[config.mk]
export PLATFORM = sky130hd
export DESIGN_NAME = half_bfloat_single_converter_unit
export DESIGN_NICKNAME = d
export VERILOG_FILES = /design/src/hw/rtl/hbsc_pkg.sv /design/src/hw/rtl/hbsc_f16_widen.sv /design/src/hw/rtl/hbsc_f32_narrow.sv /design/src/hw/rtl/half_bfloat_single_converter_unit.sv
export SDC_FILE = /design/constraint.sdc
export NUM_CORES = 1
export LEC_CHECK = 0
export BUFFER_PORTS_ARGS = -buffer_cell sky130_fd_sc_hd__buf_2
export CORE_ASPECT_RATIO = 0.5
export CORE_MARGIN = 2
export CORE_UTILIZATION = 50
export DETAILED_ROUTE_END_ITERATION = 8
export GPL_TIMING_DRIVEN = 0
export PLACE_DENSITY = 0.73
export SLEW_MARGIN = 25
export SYNTH_ARGS = -nofsm -noshare
export SYNTH_HDL_FRONTEND = slang
export SYNTH_SLANG_ARGS = --single-unit
[constraint.sdc]
create_clock -name i_clk -period 18.91 [get_ports i_clk]
set_clock_uncertainty 0.2 [all_clocks]
set_input_delay 1.891 -clock i_clk [delete_from_list [all_inputs] [get_ports i_clk]]
set_output_delay 1.891 -clock i_clk [all_outputs]
set_load 0.1 [all_outputs]
[src/hw/rtl/hbsc_pkg.sv]
// Shared types and constants for the FP16/BF16/FP32 format converter.
`default_nettype none

package hbsc_pkg;

    // Conversion direction held in the mode register.
    typedef enum logic [2:0] {
        MODE_F16_F32  = 3'd0,
        MODE_BF16_F32 = 3'd1,
        MODE_F32_F16  = 3'd2,
        MODE_F32_BF16 = 3'd3,
        MODE_F16_BF16 = 3'd4,
        MODE_BF16_F16 = 3'd5
    } t_mode;

    localparam int unsigned F32_W = 32;
    localparam int unsigned H16_W = 16;

    // Exponent bias difference between FP32 (127) and FP16 (15).
    localparam logic [7:0] BIAS_DIFF = 8'd112;

    // FP32 exponent range boundaries seen from the FP16 side.
    localparam logic [7:0] EXP_FLUSH_BELOW = 8'd102;
    localparam logic [7:0] EXP_SUBNORM_MAX = 8'd112;
    localparam logic [7:0] EXP_OVERFLOW    = 8'd143;
    localparam logic [7:0] SUBNORM_SHIFT_BASE = 8'd126;

    localparam logic [31:0] F32_INF_EXP   = 32'h7f80_0000;
    localparam logic [14:0] H16_INF       = 15'h7c00;
    localparam logic [23:0] H16_ROUND_ADD = 24'h00_1000;
    localparam logic [31:0] B16_ROUND_ADD = 32'h0000_7fff;

endpackage

`default_nettype wire

[src/hw/rtl/hbsc_f16_widen.sv]
// Exact widening of an FP16 bit pattern to FP32, subnormals normalised.
`default_nettype none

module hbsc_f16_widen
    import hbsc_pkg::*;
(
    input  wire logic [H16_W-1:0] i_h16,
    output logic      [F32_W-1:0] o_f32
);

    logic       sign;
    logic [4:0] exp5;
    logic [9:0] man;
    logic [3:0] msb_pos;
    logic [19:0] man_shl;
    logic [9:0] man_norm;
    logic [7:0] exp_sub;

    assign sign = i_h16[15];
    assign exp5 = i_h16[14:10];
    assign man  = i_h16[9:0];

    // Position of the leading one of a subnormal mantissa.
    always_comb begin
        msb_pos = 4'd0;
        for (int i = 0; i < 10; i++) begin
            if (man[i]) begin
                msb_pos = 4'(i);
            end
        end
    end

    // Shift the leading one out past bit nine; the exponent follows the shift.
    assign man_shl  = {10'd0, man} << (5'd10 - {1'b0, msb_pos});
    assign man_norm = man_shl[9:0];
    assign exp_sub  = 8'd103 + {4'd0, msb_pos};

    always_comb begin
        if (exp5 == 5'd0) begin
            if (man == 10'd0) begin
                o_f32 = {sign, 31'd0};
            end else begin
                o_f32 = {sign, exp_sub, man_norm, 13'd0};
            end
        end else if (exp5 == 5'd31) begin
            o_f32 = {sign, 31'd0} | F32_INF_EXP | {9'd0, man, 13'd0};
        end else begin
            o_f32 = {sign, ({3'd0, exp5} + BIAS_DIFF), man, 13'd0};
        end
    end

endmodule

`default_nettype wire

[src/hw/rtl/hbsc_f32_narrow.sv]
// Narrowing of an FP32 bit pattern to FP16 (round half up) and BF16 (nearest even).
`default_nettype none

module hbsc_f32_narrow
    import hbsc_pkg::*;
(
    input  wire logic [F32_W-1:0] i_f32,
    output logic      [H16_W-1:0] o_h16,
    output logic      [H16_W-1:0] o_b16
);

    logic        sign;
    logic [7:0]  exp8;
    logic [22:0] man;
    logic [4:0]  sub_sh;
    logic [24:0] sub_sum;
    logic [24:0] sub_res;
    logic [23:0] norm_sum;
    logic [14:0] norm_res;
    logic [4:0]  exp5;
    logic [31:0] b16_sum;

    assign sign = i_f32[31];
    assign exp8 = i_f32[30:23];
    assign man  = i_f32[22:0];

    // Subnormal FP16: shift of 14 to 24 with a half-up rounding bias.
    assign sub_sh  = 5'(SUBNORM_SHIFT_BASE - exp8);
    assign sub_sum = {2'b01, man} + (25'd1 << (sub_sh - 5'd1));
    assign sub_res = sub_sum >> sub_sh;

    // Normal FP16: a rounding carry adds into the exponent field.
    assign exp5     = 5'(exp8 - BIAS_DIFF);
    assign norm_sum = {1'b0, man} + H16_ROUND_ADD;
    assign norm_res = {exp5, 10'd0} + {4'd0, norm_sum[23:13]};

    always_comb begin
        if (exp8 < EXP_FLUSH_BELOW) begin
            o_h16 = {sign, 15'd0};
        end else if (exp8 <= EXP_SUBNORM_MAX) begin
            o_h16 = {sign, sub_res[14:0]};
        end else if (exp8 >= EXP_OVERFLOW) begin
            o_h16 = {sign, H16_INF};
        end else begin
            o_h16 = {sign, norm_res};
        end
    end

    // The add wraps at 32 bits, so an all-ones NaN comes out as zero.
    assign b16_sum = i_f32 + B16_ROUND_ADD + {31'd0, i_f32[16]};
    assign o_b16   = b16_sum[31:16];

endmodule

`default_nettype wire

[src/hw/rtl/half_bfloat_single_converter_unit.sv]
// Top level of the FP16/BF16/FP32 converter: mode register, input and result registers.
//
//  channel  | direction | handshake                 | payload
//  ---------+-----------+---------------------------+--------------------
//  input    | in        | i_in_valid / o_in_stall   | i_value_in [31:0]
//  result   | out       | o_out_valid / i_out_stall | o_value_out [31:0]
//  config   | in        | i_cfg_we                  | i_cfg_wdata [2:0]
//
// One beat is accepted per cycle while o_in_stall is low; it passes through the input register,
// one logic pass and the result register, and leaves from there while i_out_stall is low.
// A stalled result holds the result register, and the input register keeps accepting
// until it is full as well. Reset clears both valid flags and sets the mode to FP16 to FP32.
`default_nettype none

module half_bfloat_single_converter_unit
    import hbsc_pkg::*;
(
    input  wire logic              i_clk,
    input  wire logic              i_rst_n,
    input  wire logic              i_cfg_we,
    input  wire logic [2:0]        i_cfg_wdata,
    input  wire logic              i_in_valid,
    output logic                   o_in_stall,
    input  wire logic [F32_W-1:0]  i_value_in,
    output logic                   o_out_valid,
    input  wire logic              i_out_stall,
    output logic      [F32_W-1:0]  o_value_out
);

    t_mode              r_mode;
    logic               r_in_valid;
    logic [F32_W-1:0]   r_in_data;
    logic               r_out_valid;
    logic [F32_W-1:0]   r_out_data;

    logic               out_adv;
    logic               in_adv;
    logic [F32_W-1:0]   wide;
    logic [F32_W-1:0]   f32_src;
    logic [H16_W-1:0]   h16;
    logic [H16_W-1:0]   b16;
    logic [F32_W-1:0]   n_out_data;

    assign out_adv    = !r_out_valid || !i_out_stall;
    assign in_adv     = !r_in_valid || out_adv;
    assign o_in_stall = !in_adv;
    assign o_out_valid = r_out_valid;
    assign o_value_out = r_out_data;

    always_ff @(posedge i_clk) begin
        if (!i_rst_n) begin
            r_mode <= MODE_F16_F32;
        end else if (i_cfg_we) begin
            r_mode <= t_mode'(i_cfg_wdata);
        end
    end

    always_ff @(posedge i_clk) begin
        if (!i_rst_n) begin
            r_in_valid  <= 1'b0;
            r_out_valid <= 1'b0;
        end else begin
            if (in_adv) begin
                r_in_valid <= i_in_valid;
            end
            if (out_adv) begin
                r_out_valid <= r_in_valid;
            end
        end
    end

    always_ff @(posedge i_clk) begin
        if (in_adv && i_in_valid) begin
            r_in_data <= i_value_in;
        end
        if (out_adv && r_in_valid) begin
            r_out_data <= n_out_data;
        end
    end

    hbsc_f16_widen u_widen (
        .i_h16 (r_in_data[15:0]),
        .o_f32 (wide)
    );

    // Crossings between the 16-bit formats go through the FP32 form.
    always_comb begin
        case (r_mode)
            MODE_F16_BF16: f32_src = wide;
            MODE_BF16_F32,
            MODE_BF16_F16: f32_src = {r_in_data[15:0], 16'd0};
            default:       f32_src = r_in_data;
        endcase
    end

    hbsc_f32_narrow u_narrow (
        .i_f32 (f32_src),
        .o_h16 (h16),
        .o_b16 (b16)
    );

    always_comb begin
        case (r_mode)
            MODE_F16_F32:  n_out_data = wide;
            MODE_BF16_F32: n_out_data = f32_src;
            MODE_F32_F16,
            MODE_BF16_F16: n_out_data = {16'd0, h16};
            MODE_F32_BF16,
            MODE_F16_BF16: n_out_data = {16'd0, b16};
            default:       n_out_data = '0;
        endcase
    end

    a_reset_clears: assert property (@(posedge i_clk)
        !i_rst_n |=> !r_in_valid && !r_out_valid)
        else $error("valid flags not cleared by reset");

    a_result_held: assert property (@(posedge i_clk) disable iff (!i_rst_n)
        r_out_valid && i_out_stall |=> r_out_valid && $stable(r_out_data))
        else $error("stalled result changed or was dropped");

    a_beat_moves_on: assert property (@(posedge i_clk) disable iff (!i_rst_n)
        r_in_valid && out_adv |=> r_out_valid)
        else $error("beat in the input register did not reach the result register");

    a_stall_only_when_full: assert property (@(posedge i_clk) disable iff (!i_rst_n)
        o_in_stall |-> r_in_valid && r_out_valid && i_out_stall)
        else $error("input stalled while there was room");

endmodule

`default_nettype wire

==> flow_metrics.tcl <==
set metrics [dict create \
    r2r-end "o_value_out[7]" \
    cts_hold_buffers 0 \
    startpoint_type "flip-flop" \
    synth_common_cells "116 x nor2_1, 101 x nand2_1, 72 x a21oi_1" \
    numCtsBuffers 9 \
    min_from "r_in_valid" \
    insertedDiodeCount 0 \
    reg2reg_slack_ns 8.53 \
    clockRootBuffer "clkbuf_16" \
    critical-path-slowest-cell "o31ai_1" \
    routed_wl_um 28300 \
    p_comb_share_pct 52.0 \
    crit_type "reg2reg" \
    drv_slew 0 \
    dominantRegCellSynth "edfxtp_1" \
    port_buffers 73 \
    synth_cells 990 \
    swShare_pct 47.0 \
    ys_seq_elements 69 \
    first_pass_iters 7 \
    core_region_area_um2 15300 \
    min_path_cells 2 \
    hold_ws_ns 0.324 \
    start_util_pct 50.9 \
    min_period_ns 10.38 \
    antenna_found_initial 0 \
    wire_per_inst_um 22.0 \
    synth_area_leader_cell "edfxtp_1" \
    critical_path.top_delay_family "compound AO/OA/AOI/OAI gates" \
    final_net_count 1155 \
    cts_buffer_depth 2 \
    die_w_um 181 \
    ys_seq_area_share_pct 25.9 \
    rows 32 \
    cp_max_fo 10 \
    cts_max_level 3 \
    place_hpwl_um 22100 \
    drive_gt1_share_pct 13.1 \
    min_to "o_out_valid" \
    p_per_area_nw_per_um2 83.4 \
    place_inst 1270 \
    grt_pass1_vias 7680 \
    ys_types 88 \
    p_int_mw 0.389 \
    tns_ns 0 \
    r2r-start "r_in_data[9]" \
    p_leak_nw 3.40 \
    numClockSinks 69 \
    drv_cap 0 \
    syn-cell-area_um2 7800 \
    ys_warn_count 0 \
    globalRouteOverflowTotal 0 \
    peakVddDrop_v 0.0000623 \
    vias 8603 \
    reg2regPathDepth 35 \
    die_y_um 92.3 \
    startpoint "r_in_data[9]" \
    grt_pass1_wl_um 43300 \
    cts.repair.resized 0 \
    tightest_slew_ns 1.13 \
    synthesis.nets 1068 \
    postLayoutCoreUtil_pct 57.4 \
    path_buf_inv 7 \
    ant_nets 0 \
    synth_edf_count 64 \
    yosysTopAreaCellShare_pct 24.6 \
    gp_congestion 1.01 \
    setup_viol 0 \
    hold_violations 0 \
    path_clk_slew_ns 0.07 \
    die_area_um2 16700 \
    grt_usage_pct 33.5 \
    hp-class "reg2reg" \
    seqPwrFrac_pct 25.1 \
    async_flop_share_pct 0 \
    clock.fmax_mhz 96.3 \
    grt_max_degree 27 \
    cp.required_ns 18.78 \
    slew_headroom_pct 24.9 \
    drtIter0Drc 1385 \
    status "finished clean" \
    clkPwrFrac_pct 22.9 \
    crit_arrival_ns 10.26 \
    critPathMaxStageDelay_ns 0.68 \
    crit_top_cell "clkbuf_1" \
    cp.depth 35 \
    yosys.cell_count.top_type "nor2_1" \
    routed_via_density 6.69 \
    rsz0062_at_grt "false" \
    post-cts-setup-buffers 0 \
    critPathCaptureType "flip-flop" \
    io_pins 74 \
    drc 0 \
    clkLatencyLatePin_ns 0.35 \
    fin_cells 1286 \
    min_period_over_period_pct 54.9 \
    synth_area_per_cell_um2 7.88 \
    synth.area.top_cells "edfxtp_1 25%, ha_1 5.9%, nor2_1 5.6%" \
    switchingPower_mw 0.345 \
    cts_tree "built" \
    area_growth_pct 12.8 \
]
-- area by class of cell --
class                           count  area, um2
Clock buffer                       10        239
Tap cell                          204        255
Buffer                             60        250
Timing Repair Buffer               76        425
Fill cell                        1466       6540
Inverter                           33        124
Multi-Input combinational cell    828       5430
Clock inverter                      6       51.3
Sequential cell                    69       2020
-- state kept, by name, summed over array words and instances, names as in the netlist --
signal       count
o_out_valid      1
r_in_data       32
o_value_out     32
r_in_valid       1
r_mode           3
-- logic make-up (layout without fill, tap and decap cells) --
kind of cell             Yosys count  in the layout  share of synthesized area, %
AND/OR/NAND/NOR                  374            374                          23.8
AO/OA/AOI/OAI                    338            338                          29.7
buffers and inverters             93            185                          4.80
flip-flops                        69             69                          25.9
XOR/XNOR                          50             50                          5.61
adder cells (fa/ha/maj)           39             39                          6.34
multiplexers                      27             27                          3.82
-- worst max-delay path by stage --
| stage | endpoint | slack, ns |
|---|---|---|
| 2_1_floorplan | o_value_out[2] | 10.94 |
| 3_3_place_gp | o_value_out[7] | 9.11 |
| 3_5_place_dp | o_value_out[3] | 8.92 |
| 4_1_cts | o_value_out[3] | 8.86 |
| 5_1_grt | o_value_out[3] | 7.87 |
| 6_report | o_value_out[7] | 8.53 |
-- worst reg2reg max path, delay by kind of cell (launching register included) --
family                     cells  cell delay, ns
AOI/OAI and AO/OA             16            4.57
adders and majority gates      3            0.95
buffers and inverters          7            1.72
DFF                            1            0.54
and+or+nand+nor                9            2.14
-- cells in the final DEF, fill, tap and decap left out, types with 29 or more instances in the layout --
cell type,count
o21ai_0,57
nand2_1,101
xnor2_1,35
edfxtp_1,64
nor2_1,116
nand3_1,32
inv_1,29
ha_1,37
clkbuf_1,46
a21oi_1,72
buf_2,82
-- per-layer routing --
| metal | up-vias | share of wire (%) | track usage (%) |
|---|---|---|---|
| met2 | 583 | 41 | 49.4 |
| met4 | 0 | 2.1 | 8.53 |
| met5 | - | 0 | 0 |
| li1 | 3927 | - | - |
| met3 | 68 | 12 | 9.28 |
| met1 | 4025 | 45 | 48.2 |
-- power by group through the flow --
| stage | Sequential (mW) | Combinational, mW | Clock, mW |
|---|---|---|---|
| after floorplan | 0.221 | 0.233 | 0 |
| after global placement | 0.187 | 0.358 | 0 |
| after detailed placement | 0.187 | 0.365 | 0 |
| after CTS | 0.184 | 0.367 | 0.170 |
| after global routing | 0.185 | 0.404 | 0.178 |
| final | 0.184 | 0.381 | 0.168 |
-- metrics by stage --
stage          setup slack (ns)  cell area (um2)  total power, mW
2_1_floorplan             10.94             7800            0.453
3_5_place_dp               8.92             8510            0.552
5_1_grt                    7.87             8800            0.766
6_report                   8.53             8800            0.734
3_3_place_gp               9.11             8420            0.545
4_1_cts                    8.86             8800            0.721
(Power assumes the default switching activity.)
